[src/design/mvsn_pkg.sv]
package mvsn_pkg;

  // Voice count and sample memory geometry.
  localparam int VOICES       = 8;
  localparam int VW           = (VOICES > 1) ? $clog2(VOICES) : 1;
  localparam int CW           = 4;
  localparam int SAMPLE_DEPTH = 32768;
  localparam int AW           = $clog2(SAMPLE_DEPTH);

  // Fixed constants of the voice arithmetic.
  localparam logic [31:0] SEED_STEP  = 32'h9E37_79B9;
  localparam logic [23:0] ENV_FLOOR  = 24'd15099;
  localparam logic [14:0] OUT_SCALE  = 15'd30000;
  localparam logic [31:0] SEED_RESET = 32'h0123_4567;

  // Item kinds.
  localparam logic [1:0] KIND_TICK   = 2'd0;
  localparam logic [1:0] KIND_SAMPLE = 2'd1;
  localparam logic [1:0] KIND_NOISE  = 2'd2;
  localparam logic [1:0] KIND_WRITE  = 2'd3;

  // Configuration register indexes.
  localparam int          CFG_IW          = 3;
  localparam logic [2:0]  CFG_MASTER_GAIN = 3'd0;
  localparam logic [2:0]  CFG_NOISE_LEVEL = 3'd1;
  localparam logic [2:0]  CFG_NOISE_DECAY = 3'd2;
  localparam logic [2:0]  CFG_LOWPASS     = 3'd3;
  localparam logic [2:0]  CFG_BP_B0       = 3'd4;
  localparam logic [2:0]  CFG_BP_A1       = 3'd5;
  localparam logic [2:0]  CFG_BP_A2       = 3'd6;

  // Configuration reset values.
  localparam logic [14:0] RST_MASTER_GAIN = 15'd22938;
  localparam logic [14:0] RST_NOISE_LEVEL = 15'd26214;
  localparam logic [23:0] RST_NOISE_DECAY = 24'd16764533;
  localparam logic [15:0] RST_LOWPASS     = 16'd32768;
  localparam logic [23:0] RST_BP_B0       = 24'd19560;
  localparam logic [23:0] RST_BP_A1       = 24'h85_BB60;
  localparam logic [23:0] RST_BP_A2       = 24'd4155175;

  // Datapath operation codes issued by the controller.
  localparam logic [4:0] OP_IDLE  = 5'd0;
  localparam logic [4:0] OP_LATCH = 5'd1;
  localparam logic [4:0] OP_MEMWR = 5'd2;
  localparam logic [4:0] OP_PICK  = 5'd3;
  localparam logic [4:0] OP_START = 5'd4;
  localparam logic [4:0] OP_VCHK  = 5'd5;
  localparam logic [4:0] OP_SA    = 5'd6;
  localparam logic [4:0] OP_SB    = 5'd7;
  localparam logic [4:0] OP_SM1   = 5'd8;
  localparam logic [4:0] OP_SM2   = 5'd9;
  localparam logic [4:0] OP_SACC  = 5'd10;
  localparam logic [4:0] OP_N1    = 5'd11;
  localparam logic [4:0] OP_N2    = 5'd12;
  localparam logic [4:0] OP_N3    = 5'd13;
  localparam logic [4:0] OP_N4    = 5'd14;
  localparam logic [4:0] OP_N5    = 5'd15;
  localparam logic [4:0] OP_N6    = 5'd16;
  localparam logic [4:0] OP_NEXT  = 5'd17;
  localparam logic [4:0] OP_F1    = 5'd18;
  localparam logic [4:0] OP_F2    = 5'd19;
  localparam logic [4:0] OP_OUTLD = 5'd20;

  typedef struct packed {
    logic [4:0] op;
  } dp_cmd_t;

  typedef struct packed {
    logic last;
    logic active;
    logic is_sample;
    logic clip_end;
    logic out_busy;
  } dp_stat_t;

endpackage

[src/design/mvsn_ctrl.sv]
module mvsn_ctrl (
  input  logic               clk,
  input  logic               rst,
  input  logic               in_valid,
  input  logic [1:0]         in_kind,
  output logic               in_ready,
  output mvsn_pkg::dp_cmd_t  cmd,
  input  mvsn_pkg::dp_stat_t stat
);

  localparam logic [4:0] S_IDLE  = 5'd0;
  localparam logic [4:0] S_WR    = 5'd1;
  localparam logic [4:0] S_PICK  = 5'd2;
  localparam logic [4:0] S_START = 5'd3;
  localparam logic [4:0] S_VCHK  = 5'd4;
  localparam logic [4:0] S_SA    = 5'd5;
  localparam logic [4:0] S_SB    = 5'd6;
  localparam logic [4:0] S_SM1   = 5'd7;
  localparam logic [4:0] S_SM2   = 5'd8;
  localparam logic [4:0] S_SACC  = 5'd9;
  localparam logic [4:0] S_N1    = 5'd10;
  localparam logic [4:0] S_N2    = 5'd11;
  localparam logic [4:0] S_N3    = 5'd12;
  localparam logic [4:0] S_N4    = 5'd13;
  localparam logic [4:0] S_N5    = 5'd14;
  localparam logic [4:0] S_N6    = 5'd15;
  localparam logic [4:0] S_NEXT  = 5'd16;
  localparam logic [4:0] S_F1    = 5'd17;
  localparam logic [4:0] S_F2    = 5'd18;
  localparam logic [4:0] S_F3    = 5'd19;

  logic [4:0] state, state_next;

  always_ff @(posedge clk) begin
    if (rst) begin
      state <= S_IDLE;
    end else begin
      state <= state_next;
    end
  end

  always_comb begin
    state_next = state;
    cmd.op     = mvsn_pkg::OP_IDLE;
    in_ready   = 1'b0;
    case (state)
      S_IDLE: begin
        in_ready = 1'b1;
        if (in_valid) begin
          cmd.op = mvsn_pkg::OP_LATCH;
          case (in_kind)
            mvsn_pkg::KIND_WRITE: state_next = S_WR;
            mvsn_pkg::KIND_TICK:  state_next = S_VCHK;
            default:              state_next = S_PICK;
          endcase
        end
      end
      S_WR: begin
        cmd.op     = mvsn_pkg::OP_MEMWR;
        state_next = S_IDLE;
      end
      S_PICK: begin
        cmd.op = mvsn_pkg::OP_PICK;
        if (stat.last) begin
          state_next = S_START;
        end
      end
      S_START: begin
        cmd.op     = mvsn_pkg::OP_START;
        state_next = S_IDLE;
      end
      S_VCHK: begin
        cmd.op = mvsn_pkg::OP_VCHK;
        if (!stat.active) begin
          state_next = S_NEXT;
        end else if (stat.is_sample) begin
          state_next = stat.clip_end ? S_NEXT : S_SA;
        end else begin
          state_next = S_N1;
        end
      end
      S_SA: begin
        cmd.op     = mvsn_pkg::OP_SA;
        state_next = S_SB;
      end
      S_SB: begin
        cmd.op     = mvsn_pkg::OP_SB;
        state_next = S_SM1;
      end
      S_SM1: begin
        cmd.op     = mvsn_pkg::OP_SM1;
        state_next = S_SM2;
      end
      S_SM2: begin
        cmd.op     = mvsn_pkg::OP_SM2;
        state_next = S_SACC;
      end
      S_SACC: begin
        cmd.op     = mvsn_pkg::OP_SACC;
        state_next = S_NEXT;
      end
      S_N1: begin
        cmd.op     = mvsn_pkg::OP_N1;
        state_next = S_N2;
      end
      S_N2: begin
        cmd.op     = mvsn_pkg::OP_N2;
        state_next = S_N3;
      end
      S_N3: begin
        cmd.op     = mvsn_pkg::OP_N3;
        state_next = S_N4;
      end
      S_N4: begin
        cmd.op     = mvsn_pkg::OP_N4;
        state_next = S_N5;
      end
      S_N5: begin
        cmd.op     = mvsn_pkg::OP_N5;
        state_next = S_N6;
      end
      S_N6: begin
        cmd.op     = mvsn_pkg::OP_N6;
        state_next = S_NEXT;
      end
      S_NEXT: begin
        cmd.op     = mvsn_pkg::OP_NEXT;
        state_next = stat.last ? S_F1 : S_VCHK;
      end
      S_F1: begin
        cmd.op     = mvsn_pkg::OP_F1;
        state_next = S_F2;
      end
      S_F2: begin
        cmd.op     = mvsn_pkg::OP_F2;
        state_next = S_F3;
      end
      S_F3: begin
        // Wait for the output register to free up.
        if (!stat.out_busy) begin
          cmd.op     = mvsn_pkg::OP_OUTLD;
          state_next = S_IDLE;
        end
      end
      default: begin
        state_next = S_IDLE;
      end
    endcase
  end

endmodule

[config.mk]
export PLATFORM = sky130hd
export DESIGN_NAME = mvsn_ctrl
export DESIGN_NICKNAME = d
export VERILOG_FILES = /design/src/design/mvsn_pkg.sv /design/src/design/mvsn_ctrl.sv
export SDC_FILE = /design/constraint.sdc
export NUM_CORES = 1
export LEC_CHECK = 0
export BUFFER_PORTS_ARGS = -buffer_cell sky130_fd_sc_hd__buf_2
export CAP_MARGIN = 10
export CELL_PAD_IN_SITES_DETAIL_PLACEMENT = 0
export CELL_PAD_IN_SITES_GLOBAL_PLACEMENT = 2
export CORE_MARGIN = 2
export CORE_UTILIZATION = 30
export CTS_CLUSTER_DIAMETER = 150
export DETAILED_ROUTE_END_ITERATION = 8
export PLACE_DENSITY_LB_ADDON = 0.05
export SLEW_MARGIN = 30
export SYNTH_ARGS = -nofsm -noshare
export SYNTH_HDL_FRONTEND = slang
export SYNTH_SLANG_ARGS = --single-unit
[constraint.sdc]
create_clock -name clk -period 3.93 [get_ports clk]
set_input_delay 0.786 -clock clk [delete_from_list [all_inputs] [get_ports clk]]
set_output_delay 0.786 -clock clk [all_outputs]
set_load 0.02 [all_outputs]
# After elaboration in Yosys (flattened, before gate mapping)

Cells that the tools add are included.
Widths: inputs -> output; s select.

Word-level logic and storage cells: 41
Output and inout port bits: 6
Register bits: 5

Eq/ne operators: 23
Reduce and logical (&&, ||, !) cells: 4
Muxes and demuxes: 13

Operator list:

| cell               | count |
|---|---|
| $pmux 5 s20        | 1 |
| $pmux 5 s17        | 1 |
| $eq 5x4->1 const B | 8 |
| $mux 5             | 8 |
| $eq 5x3->1 const B | 4 |
| $eq 5x5->1 const B | 4 |
| $eq 5x2->1 const B | 2 |
| $ne 2x2->1 const B | 3 |
| $pmux 3 s2         | 1 |
| $eq 5x1->1 const B | 1 |
| $logic_not 5->1    | 1 |
| $reduce_and 3->1   | 1 |
| $eq 2x2->1 const B | 1 |
| $logic_not 2->1    | 1 |
| $mux 1             | 2 |
| $reduce_or 2->1    | 1 |

# Longest topological paths before layout

Gate-level depths: netlist of the first run.

Depth in word-level cells: 4
Mapped depth: 7

# Least setup slack after synthesis of the first run

Ideal clock, no wire load.

Path type: register -> output
From: register state[3]
To: output in_ready
Stages on the path, launching flop included: 5
Required time: 3.144 ns
Setup slack: 1.754 ns
Data arrival time: 1.390 ns
Cells stage by stage: dfxtp_1 > buf_6 > or2_1 > buf_6 > nor4_1

Cells in the longest elaborated chain, start to end: 2

RTL lines:

| item                     | RTL line        | source |
|---|---|---|
| start: declaration       | mvsn_ctrl.sv:32 | `logic [4:0] state, state_next;` |
| start signal: assignment | mvsn_ctrl.sv:38 | `state <= state_next;` |
| $logic_not 5->1          | mvsn_ctrl.sv:46 | `case (state)` |
| $mux 1                   | mvsn_ctrl.sv:46 |  |
| end: declaration         | mvsn_ctrl.sv:6  | `output logic in_ready,` |

No other way between the ends.

==> metrics.md, run 1 <==
| Metric | Value |
|---|---|
| Global-route wire length before repair | `approximately 3000 um` |
| Slew Viols, Final | `0` |
| Clk sink count | `5` |
| RD Place Congestion | `between 0.7 and 0.8` |
| VDD IR-drop max | `around 0.00018 V` |
| Pwr per Cell Area | `roughly 630 nW/um2` |
| Largest register FFs | `5` |
| DR DRC count | `0` |
| Synthesis-to-finish area growth | `13.9%` |
| Bufs on Longest Clock Path | `2` |
| Final Hold Viols | `0` |
| Mapped Nets | `about 110` |
| Combinational share of power | `0.629` |
| Grt ovf | `0` |
| Max Clock Skew | `0.00303 ns` |
| Clock share of power | `0.123` |
| Part of the Yosys area used for sequential elements | `0.148` |
| Drt total wl | `roughly 1800 um` |
| Setup CP Type | `reg2out` |
| Outcome | `finished clean` |
| Flop pwr share | `0.248` |
| Initial Util | `0.311` |
| Total number of yosys warnings | `0` |
| Routed wire length per instance | `13.3 um` |
| Number of cell rows | `17` |
| Initial antenna violation count | `0` |
| Largest family of logic cells by synthesized area | `compound AO/OA/AOI/OAI gates` |
| Non-Filler Instances | `roughly 140` |
| Tmin final | `between 2 and 3 ns` |
| Iteration count of the initial detailed-routing pass | `6` |
| Max cap viols | `0` |
| Least-Margin Pin Slew | `0.754 ns` |
| Die Ht | `51.5 um` |
| Synth area leaders | `dfxtp_1, a21oi_1, nor2_1, nand2_1, ha_1` |
| Regs by FF count | `state (5)` |
| Post-synth top area cell | `dfxtp_1` |
| Startpoint Class | `flop` |
| DR iter-0 viols | `16` |
| Slew margin rel. | `0.496` |
| Post-layout nets | `between 100 and 150` |
| Fmax | `~390 MHz` |
| Pint | `between 200 and 250 uW` |
| Root Driver | `clkbuf_4` |
| Min-delay worst type | `reg2reg` |
| Post-synth top flop | `dfxtp_1` |
| Cells after Synth | `99` |
| FF-to-FF path depth | `5` |
| Final instance area | `a little under 800 um2` |
| WP data required | `3.14 ns` |
| Vias | `746` |
| Routed Antenna Nets | `0` |
| Total CTS buffers | `3` |
| Dpl hpwl | `roughly 1300 um` |
| CTS HTree Levels | `1` |
| Count of cell types in the netlist | `just over 40` |
| Layout cells sized above 1 | `0.218` |
| Vias in the first global route | `660` |
| Leak Pwr | `between 0.3 and 0.4 nW` |
| Period utilization | `0.656` |
| Net Sw Power | `248 uW` |
| Die X | `51.5 um` |
| WHS Path Cells | `2` |
| CP endpoint kind | `output port` |
| Mean area per synthesized cell | `~7 um2` |
| Ant diodes | `0` |
| Critical-path maximum fanout | `19` |
| Hold buffers post-CTS | `0` |
| GRT Resource Usage Total | `0.151` |
| Yosys reg bits | `5` |
| Mux cell area share after synthesis | `0` |
| Post-synth ARST share | `0` |
| IO Pins | `16` |
| Synth cell count leaders | `a21oi_1, nor2_1, nand2_1` |
| Area share of the largest cell type after synthesis | `0.148` |
| CTS tree | `done` |
| Vias/cell | `roughly 5.4` |
| Worst Path Arrival | `1.79 ns` |
| Core area | `roughly 2200 um2` |
| Post-DP Area | `743 um2` |
| EDFF count, synth | `0` |
| Resize count post-CTS | `0` |
| Setup_tns | `0 ns` |
| Port Buffers | `15` |
| Most flops, register | `state` |
| Die Footprint | `2650 um2` |
| Compound-cell area share of the yosys netlist | `0.359` |
| Xor/xnor cell area share of the yosys netlist | `0.0259` |
| Clock slew at reported path FFs | `0.05 ns` |
| Pin count of the biggest net entering global routing | `25` |
| Switching Fraction | `0.516` |
| Placed cells | `134` |
| Worst hold margin | `around 0.66 ns` |
| Adder-Cell Fraction of Synth Area | `0.0370` |
| Synthesized cell area | `around 680 um2` |
| # Post-CTS Setup Buffers | `0` |
| RSZ-0062 raised after global routing | `no` |
| Clk_lat worst skew | `around 0.24 ns` |
| Setup-failing EPs final | `0` |
| Post-layout util | `0.355` |
| Simple-Gate Fraction of Synth Area | `0.311` |
==> layer usage <==
metal	track usage	wire, um
met1	0.211	888
met2	0.237	871
met3	0.0263	68
met4	0.0439	6
met5	0	0
==> cell usage in the layout (no fill, tap or decap), types with 2 or more instances in the layout <==
cell       Yosys  layout
ha_1           2       2
nor2_1        10      10
nor2b_1        4       4
o21ai_1        3       3
a2111oi_0      2       2
buf_4          0       2
buf_2          4      15
nor3_1         2       2
dfxtp_1        5       5
nor4_1         3       3
nand2b_1       2       2
o31ai_1        2       2
nor3b_1        2       2
inv_1          6       6
clkbuf_4       0       3
nand3_1        4       4
o21ai_0        3       3
a21oi_1       10      10
o22ai_1        2       2
nand2_1        7       7
==> final timing paths <==
check	endpoint	startpoint	slack (ns)
worst min-delay path	state[4]$_SDFFE_PP0P_	state[0]$_SDFFE_PP0P_	0.66
worst min register to register	state[4]$_SDFFE_PP0P_	state[0]$_SDFFE_PP0P_	0.66
worst max-delay path	cmd[0]	state[3]$_SDFFE_PP0P_	1.35
worst max register to register	state[0]$_SDFFE_PP0P_	state[2]$_SDFFE_PP0P_	2.08
==> power by group through the flow <==
stage	Combinational, mW	Clock [mW]	Sequential, mW
2_1_floorplan	0.283	0	0.0741
3_3_place_gp	0.311	0	0.122
3_5_place_dp	0.304	0	0.119
4_1_cts	0.305	0.0594	0.119
5_1_grt	0.337	0.0623	0.125
6_report	0.303	0.0590	0.119
==> critical path, stage by stage (launching register included) <==
cell,delay [ns]
dfxtp_1,0.70
or2_1,0.30
nor4_1,0.08
a211oi_2,0.26
buf_2,0.20
==> cells by family (layout without fill, tap and decap cells) <==
| logic type | Yosys count | in the layout |
|---|---|---|
| compound gates | 34 | 34 |
| fa+ha+maj | 2 | 2 |
| xor+xnor | 2 | 2 |
| simple gates | 40 | 40 |
| flops | 5 | 5 |
| buf+inv | 16 | 27 |
==> area by class of cell <==
type	count	area, um2
Multi-Input combinational cell	78	495
Inverter	6	22.5
Timing Repair Buffer	17	90.1
Tap cell	28	35.0
Sequential cell	5	100
Fill cell	255	1400
Clock buffer	4	26.3
==> through the flow <==
| step | setup WS [ns] | total power, mW |
|---|---|---|
| 5_1_grt | 1.24 | 0.524 |
| 2_1_floorplan | 1.75 | 0.357 |
| 3_5_place_dp | 1.61 | 0.423 |
| 6_report | 1.35 | 0.482 |
| 3_3_place_gp | 1.57 | 0.433 |
| 4_1_cts | 1.36 | 0.483 |
Note: power is estimated with default switching activity, not from simulation.
==> run 2, diff against run 1 <==
--- a/config.mk
+++ b/config.mk
@@ -10,7 +10,7 @@
 export CELL_PAD_IN_SITES_DETAIL_PLACEMENT = 0
 export CELL_PAD_IN_SITES_GLOBAL_PLACEMENT = 2
 export CORE_MARGIN = 2
-export CORE_UTILIZATION = 30
+export CORE_UTILIZATION = 28
 export CTS_CLUSTER_DIAMETER = 150
 export DETAILED_ROUTE_END_ITERATION = 8
 export PLACE_DENSITY_LB_ADDON = 0.05
==> constraint.sdc (replaced) <==
create_clock -name clk -period 2.6 [get_ports clk]
set_input_delay 0.52 -clock clk [delete_from_list [all_inputs] [get_ports clk]]
set_output_delay 0.52 -clock clk [all_outputs]
set_load 0.02 [all_outputs]
==> run 2 against run 1 <==
  * Design area is 2.0% higher
  * Sequential power is 31% higher
  * Total power is 54% higher
  * Die area is 6.6% higher
  * Highest routed layer unchanged
  * Via count is 4.7% higher
  * Global-route usage is 0.82 points higher
  * Clock-buffer cell count stayed put
  * Clock power is 57% higher
  * Worst hold slack worse by 0.14 ns
==> metrics.md, run 2 (same netlist as run 1, synthesis figures left out) <==
| Metric | Value |
|---|---|
| Outcome | `finished clean` |
| Drt total wl | `1940 um (+5.9%)` |
| Largest register FFs | `5 (unchanged)` |
| Root Driver | `clkbuf_4` |
| Pin count of the biggest net entering global routing | `19 (-24%)` |
| CTS tree | `done` |
| Dpl hpwl | `1520 um (+13%)` |
| Routed length on met1 | `909 um (+2.4%)` |
| WP data required | `2.08 ns (-1.06 ns)` |
| Layout cells sized above 1 | `0.232 (+0.0140)` |
| Met3 routed WL | `111 um (+63%)` |
| Pwr per Cell Area | `948 nW/um2 (+51%)` |
| DR DRC count | `0 (unchanged)` |
| Die Footprint | `2820 um2 (+6.6%)` |
| Met2 wire len | `888 um (+2.0%)` |
| Post-layout nets | `125 (+1.6%)` |
| Hold buffers post-CTS | `0 (unchanged)` |
| WHS Path Cells | `2 (unchanged)` |
| Total CTS buffers | `3 (unchanged)` |
| Die X | `53.1 um (+3.2%)` |
| Highest routed layer | `met4` |
| FF-to-FF Start | `state[2]$_SDFFE_PP0P_` |
| Setup_tns | `0 ns (unchanged)` |
| Worst-path cell chain | `or2_1, nor4_1, a211oi_2, buf_2` |
| Routed wire length per instance | `13.9 um (+4.4%)` |
| Leak Pwr | `0.318 nW (+3.5%)` |
| Critical-path maximum fanout | `16 (-3)` |
| Min-delay worst type | `in2reg` |
| Synthesis-to-finish area growth | `16.1%` |
| Worst Path Arrival | `1.68 ns (-0.11 ns)` |
| Routed Antenna Nets | `0 (unchanged)` |
| DR iter-0 viols | `11 (-5)` |
| Vias | `781 (+4.7%)` |
| CP max-delay cell | `dfxtp_1` |
| IO Pins | `16 (unchanged)` |
| Number of cell rows | `17 (unchanged)` |
| Worst R2R End | `state[0]$_SDFFE_PP0P_` |
| RD Place Congestion | `0.730 (+1.0%)` |
| RSZ-0062 raised after global routing | `no` |
| Ant diodes | `0 (unchanged)` |
| FF-to-FF path depth | `5 (unchanged)` |
| Vias/cell | `5.58 (+3.2%)` |
| Grt ovf | `0 (unchanged)` |
| Reg2reg setup slack | `0.64 ns (-1.44 ns)` |
| CP endpoint kind | `output port` |
| Most frequent cells in the layout | `buf_2, nor2_1, a21oi_1` |
| Core area | `2250 um2 (+3.9%)` |
| Most common cell after layout, fill and taps aside | `buf_2` |
| Placed cells | `136 (+1.5%)` |
| Startpoint Class | `flop` |
| Vias in the first global route | `712 (+7.9%)` |
| Die Ht | `53.1 um (+3.2%)` |
| Tmin final | `2.20 ns` |
| Clk sink count | `5 (unchanged)` |
| Resize count post-CTS | `0 (unchanged)` |
| Period utilization | `0.847` |
| Slew Viols, Final | `0 (unchanged)` |
| Max Clock Skew | `0.00494 ns (+0.00191 ns)` |
| Fill cells | `266 (+4.3%)` |
| Clock slew at reported path FFs | `0.05 ns (about the same)` |
| Regs by FF count | `state (5)` |
| Clk_lat worst skew | `0.25 ns (about the same)` |
| Initial antenna violation count | `0 (unchanged)` |
| # Post-CTS Setup Buffers | `0 (unchanged)` |
| Slew margin rel. | `0.543 (+0.0462)` |
| Worst path max stage delay | `0.63 ns (-0.07 ns)` |
| Most flops, register | `state` |
| Least-Margin Pin Slew | `0.669 ns (-0.0856 ns)` |
| Final Hold Viols | `0 (unchanged)` |
| Iteration count of the initial detailed-routing pass | `4 (-2)` |
| CTS HTree Levels | `1 (unchanged)` |
| Setup CP Type | `reg2out` |
| Initial Util | `0.300 (-0.0118)` |
| Non-Filler Instances | `140 (+1.4%)` |
| Hold Path Sink | `state[0]$_SDFFE_PP0P_` |
| VDD IR-drop max | `0.000320 V (+81%)` |
| GRT Resource Usage Total | `0.160 (+0.00823)` |
| Bufs on Longest Clock Path | `2 (unchanged)` |
| Fmax | `~450 MHz` |
| Global-route wire length before repair | `3290 um (+8.2%)` |
| Setup-failing EPs final | `0 (unchanged)` |
| Max cap viols | `0 (unchanged)` |
| Hold_sp | `rst` |
| Port Buffers | `15 (unchanged)` |
==> run 2: how the worst max path moves through the flow <==
stage,endpoint,from,depth (start not counted)
5_1_grt,cmd[2],state[1]$_SDFFE_PP0P_,4
4_1_cts,cmd[0],state[2]$_SDFFE_PP0P_,4
3_5_place_dp,cmd[0],state[2]$_SDFFE_PP0P_,4
2_1_floorplan,in_ready,state[3]$_SDFFE_PP0P_,4
3_3_place_gp,cmd[2],state[1]$_SDFFE_PP0P_,4
6_report,cmd[0],state[2]$_SDFFE_PP0P_,4
==> run 2: critical path, delay by kind of cell, from the launching register on <==
kind | cells | cell delay (ns)
flip-flops | 1 | 0.63
AND/OR/NAND/NOR | 2 | 0.36
AO/OA/AOI/OAI | 1 | 0.25
buffers and inverters | 1 | 0.20
==> run 2: final cells by class <==
cell class | instances | area (um2) | share of cell area
inverter | 6 | 22.5 | 0.0287
tap | 28 | 35.0 | 0.0447
multi-input combinational | 78 | 495 | 0.632
sequential | 5 | 100 | 0.128
clock buffer | 4 | 26.3 | 0.0335
timing repair buffer | 19 | 105 | 0.134
==> run 2: power breakdown <==
part / internal [mW] / switching, mW
combinational: 0.204 / 0.291
clock: 0.0582 / 0.0345
sequential: 0.0983 / 0.0577
total: 0.361 / 0.383
==> run 2: per-layer routing <==
layer | GRT usage | up-vias
met5 | 0 | -
met4 | 0.0641 | 0
met3 | 0 | 4
met2 | 0.265 | 31
met1 | 0.219 | 354
li1 | - | 392
==> run 2: metrics by stage <==
step | power (mW) | setup slack, ns | instance area (um2) | hold WS, ns | utilization
3_3_place_gp | 0.659 | 0.634 | 758 | 0.617 | 0.336
4_1_cts | 0.751 | 0.382 | 785 | 0.517 | 0.348
2_1_floorplan | 0.540 | 0.690 | 676 | 0.589 | -
6_report | 0.744 | 0.398 | 785 | 0.519 | 0.348
3_5_place_dp | 0.656 | 0.644 | 758 | 0.616 | 0.336
5_1_grt | 0.813 | 0.225 | 785 | 0.520 | 0.348
==> run 3, diff against run 2 <==
--- a/config.mk
+++ b/config.mk
@@ -5,12 +5,13 @@
 export SDC_FILE = /design/constraint.sdc
 export NUM_CORES = 1
 export LEC_CHECK = 0
+export ABC_AREA = 1
 export BUFFER_PORTS_ARGS = -buffer_cell sky130_fd_sc_hd__buf_2
 export CAP_MARGIN = 10
 export CELL_PAD_IN_SITES_DETAIL_PLACEMENT = 0
 export CELL_PAD_IN_SITES_GLOBAL_PLACEMENT = 2
 export CORE_MARGIN = 2
-export CORE_UTILIZATION = 28
+export CORE_UTILIZATION = 24
 export CTS_CLUSTER_DIAMETER = 150
 export DETAILED_ROUTE_END_ITERATION = 8
 export PLACE_DENSITY_LB_ADDON = 0.05
==> constraint.sdc (replaced) <==
create_clock -name clk -period 2.05 [get_ports clk]
set_input_delay 0.41 -clock clk [delete_from_list [all_inputs] [get_ports clk]]
set_output_delay 0.41 -clock clk [all_outputs]
set_load 0.02 [all_outputs]
==> run 3 against run 2 <==
  * Critical path depth increased by 4
  * Clock skew decreased by 0.0046 ns
  * Sequential share of layout area increased by 0.76 points
  * Synthesized cell count increased by 9.1%
  * Largest power group unchanged
  * Largest cell class unchanged
  * Clock-buffer cell count unchanged
  * Routed wire length decreased by 8.5%
  * Combinational power decreased by 26%
  * First-iteration DRC count increased by 140%
  * Design area decreased by 4.5%
==> metrics.md, run 3 <==
| Metric | Value |
|---|---|
| Max Clock Skew | `0.000351 ns (-0.00459 ns)` |
| Die Ht | `53.6 um (+0.81%)` |
| Tmin final | `1.89 ns` |
| Drt total wl | `1780 um (-8.5%)` |
| Mapped Nets | `120 (+8.1%)` |
| Grt ovf | `0 (unchanged)` |
| Flop pwr share | `0.228 (+0.018)` |
| Critical-path maximum fanout | `5 (-11)` |
| FF-to-FF Start | `state[4]$_SDFFE_PP0P_` |
| Slew margin rel. | `0.769 (+0.226)` |
| Vias/cell | `4.61 (-17%)` |
| Most flops, register | `state` |
| DR DRC count | `0 (unchanged)` |
| Outcome | `finished clean` |
| Switching Fraction | `0.500 (-0.0151)` |
| Ant diodes | `0 (unchanged)` |
| Fmax | `between 500 and 600 MHz` |
| Initial Util | `0.259 (-0.0407)` |
| Number of cell rows | `17 (unchanged)` |
| Mean area per synthesized cell | `5.46 um2 (-20%)` |
| Simple-Gate Fraction of Synth Area | `0.522 (+0.211)` |
| Initial antenna violation count | `0 (unchanged)` |
| Layout cells sized above 1 | `0.250 (+0.0179)` |
| Vias | `719 (-7.9%)` |
| Routed wire length per instance | `11.4 um (-18%)` |
| CTS tree | `done` |
| GRT Resource Usage Total | `0.146 (-0.0133)` |
| Vias in the first global route | `687 (-3.5%)` |
| Regs by FF count | `state (5)` |
| Min-delay worst type | `in2reg` |
| Routed Antenna Nets | `0 (unchanged)` |
| Mux cell area share after synthesis | `0 (unchanged)` |
| Crit path from | `state[3]$_SDFFE_PP0P_` |
| Post-synth top area cell | `nand2_1` |
| DR iter-0 viols | `26 (+15)` |
| RD Place Congestion | `0.850 (+16%)` |
| Iteration count of the initial detailed-routing pass | `4 (unchanged)` |
| Max cap viols | `0 (unchanged)` |
| Setup-failing EPs final | `0 (unchanged)` |
| Clk sink count | `5 (unchanged)` |
| Final Hold Viols | `0 (unchanged)` |
| EDFF count, synth | `0 (unchanged)` |
| Tot Pwr | `619 uW (-17%)` |
| Clk_lat worst skew | `0.24 ns (about the same)` |
| Die X | `53.6 um (+0.81%)` |
| Pwr per Cell Area | `826 nW/um2 (-13%)` |
| Non-Filler Instances | `156 (+11%)` |
| Largest register FFs | `5 (unchanged)` |
| Synthesis-to-finish area growth | `27.2%` |
| Pint | `310 uW (-14%)` |
| Compound-cell area share of the yosys netlist | `0.140 (-0.219)` |
| Xor/xnor cell area share of the yosys netlist | `0.0149 (-0.0111)` |
| WP data required | `1.64 ns (-0.44 ns)` |
| Least-Margin Pin Slew | `0.346 ns (-0.323 ns)` |
| Worst Path Arrival | `1.48 ns (-0.20 ns)` |
| Placed cells | `152 (+12%)` |
| Most common cell after layout, fill and taps aside | `nand2_1` |
| Total CTS buffers | `3 (unchanged)` |
| Area share of the largest cell type after synthesis | `0.172 (+0.0238)` |
| CTS HTree Levels | `1 (unchanged)` |
| Fill cells | `258 (-3.0%)` |
| VDD IR-drop max | `0.000386 V (+20%)` |
| Yosys reg bits | `5 (unchanged)` |
| RSZ-0062 raised after global routing | `no` |
| Reg2reg setup slack | `0.67 ns (+0.03 ns)` |
| Count of cell types in the netlist | `23 (-44%)` |
| Synth area leaders | `nand2_1, dfxtp_1, nor2_1, inv_1, nand3_1` |
| Dpl hpwl | `1510 um (-0.49%)` |
| Leak Pwr | `0.406 nW (+28%)` |
| Bufs on Longest Clock Path | `2 (unchanged)` |
| Adder-Cell Fraction of Synth Area | `0.0425 (+0.00543)` |
| Startpoint Class | `flop` |
| Period utilization | `0.920` |
| Final instance area | `749 um2 (-4.5%)` |
| Post-DP Area | `709 um2 (-6.4%)` |
| IO Pins | `16 (unchanged)` |
| Part of the Yosys area used for sequential elements | `0.170 (+0.0217)` |
| Global-route wire length before repair | `3080 um (-6.5%)` |
| Most frequent cells in the layout | `nand2_1, nor2_1, buf_2` |
| Port Buffers | `15 (unchanged)` |
| Root Driver | `clkbuf_4` |
| Post-layout nets | `141 (+13%)` |
| Worst R2R End | `state[0]$_SDFFE_PP0P_` |
| Setup crit end | `cmd[0]` |
| Largest family of logic cells by synthesized area | `simple AND/OR/NAND/NOR gates` |
| Post-synth ARST share | `0 (unchanged)` |
| Worst hold margin | `0.401 ns (-0.117 ns)` |
| CP endpoint kind | `output port` |
| Net Sw Power | `309 uW (-19%)` |
| Synthesized cell area | `589 um2 (-13%)` |
| Synth cell count leaders | `nand2_1, nor2_1, inv_1` |
| Core area | `2280 um2 (+0.94%)` |
| Combinational share of power | `0.588 (-0.078)` |
| Setup_tns | `0 ns (unchanged)` |
| Cells after Synth | `108 (+9.1%)` |
| FF-to-FF path depth | `7 (+2)` |
| Setup CP Type | `reg2out` |
| Count leader, synth | `nand2_1` |
| Die Footprint | `2870 um2 (+1.6%)` |
| Clock share of power | `0.183 (+0.058)` |
| Clock slew at reported path FFs | `0.04 ns (about the same)` |
| Post-synth top flop | `dfxtp_1` |
| Slew Viols, Final | `0 (unchanged)` |
| Pin count of the biggest net entering global routing | `10 (-9)` |
| Total number of yosys warnings | `0 (unchanged)` |
==> run 3: cell types whose count changed after synthesis, moves of 3 or more <==
cell / change
nor2b_1: -4
a21oi_1: -5
nor2_2: +3
nand2_1: +20
buf_2: -3
inv_1: +8
clkbuf_1: -3
nand3_1: +4
nor2_1: +11
nor4_1: -3
==> run 3: worst min-delay path by stage <==
stage / cells past startpoint / start / slack [ns] / to
after floorplan: 1 / rst / 0.48 / state[0]$_SDFFE_PP0P_
after global placement: 2 / rst / 0.66 / state[0]$_SDFFE_PP0P_
after detailed placement: 2 / rst / 0.66 / state[2]$_SDFFE_PP0P_
after CTS: 2 / rst / 0.40 / state[2]$_SDFFE_PP0P_
after global routing: 2 / rst / 0.41 / state[2]$_SDFFE_PP0P_
final: 2 / rst / 0.40 / state[2]$_SDFFE_PP0P_
==> run 3: final cells by class <==
class                           instances  area [um2]  share of cell area
Clock buffer                            4        26.3              0.0351
Inverter                               16        60.1              0.0801
Multi-Input combinational cell         86         437               0.583
Sequential cell                         5         101               0.135
Tap cell                               28        35.0              0.0467
Timing Repair Buffer                   17        90.1               0.120
==> run 3: cells by family after synthesis <==
family,Yosys count
buf+inv,17
compound gates,14
flops,5
xor+xnor,1
fa+ha+maj,2
simple gates,69
==> run 3: critical path, stage by stage (launching register included) <==
cell	delay, ns
dfxtp_1	0.38
inv_1	0.10
nand2_2	0.12
nor2_2	0.06
nand2_1	0.10
inv_1	0.07
a21oi_1	0.12
o2111ai_1	0.10
buf_2	0.17
==> run 3: metrics by stage <==
| stage | setup slack, ns | util |
|---|---|---|
| CTS | 0.110 | 0.323 |
| floorplan | 0.454 | - |
| global placement | 0.338 | 0.312 |
| detailed placement | 0.384 | 0.312 |
| finish | 0.163 | 0.329 |
| global route | 0.0132 | 0.329 |
==> run 3: per-layer routing <==
layer	vias up	GRT usage	routed length, um
met2	11	0.241	849
met3	0	0.0333	75
met5	-	0	0
met4	0	0.0385	0
li1	390	-	-
met1	318	0.192	852
==> run 3: what timing repair did <==
action	CTS	global route
resized for setup	0	4
hold buffers	0	0
buffers inserted	0	0
setup endpoints to repair	0	2
==> run 3: power by group through the flow <==
stage               registers, mW  clock network, mW  logic [mW]
floorplan                   0.133                  0       0.254
global placement            0.141                  0       0.373
detailed placement          0.140                  0       0.363
CTS                         0.139              0.118       0.365
global route                0.144              0.129       0.409
finish                      0.141              0.114       0.364
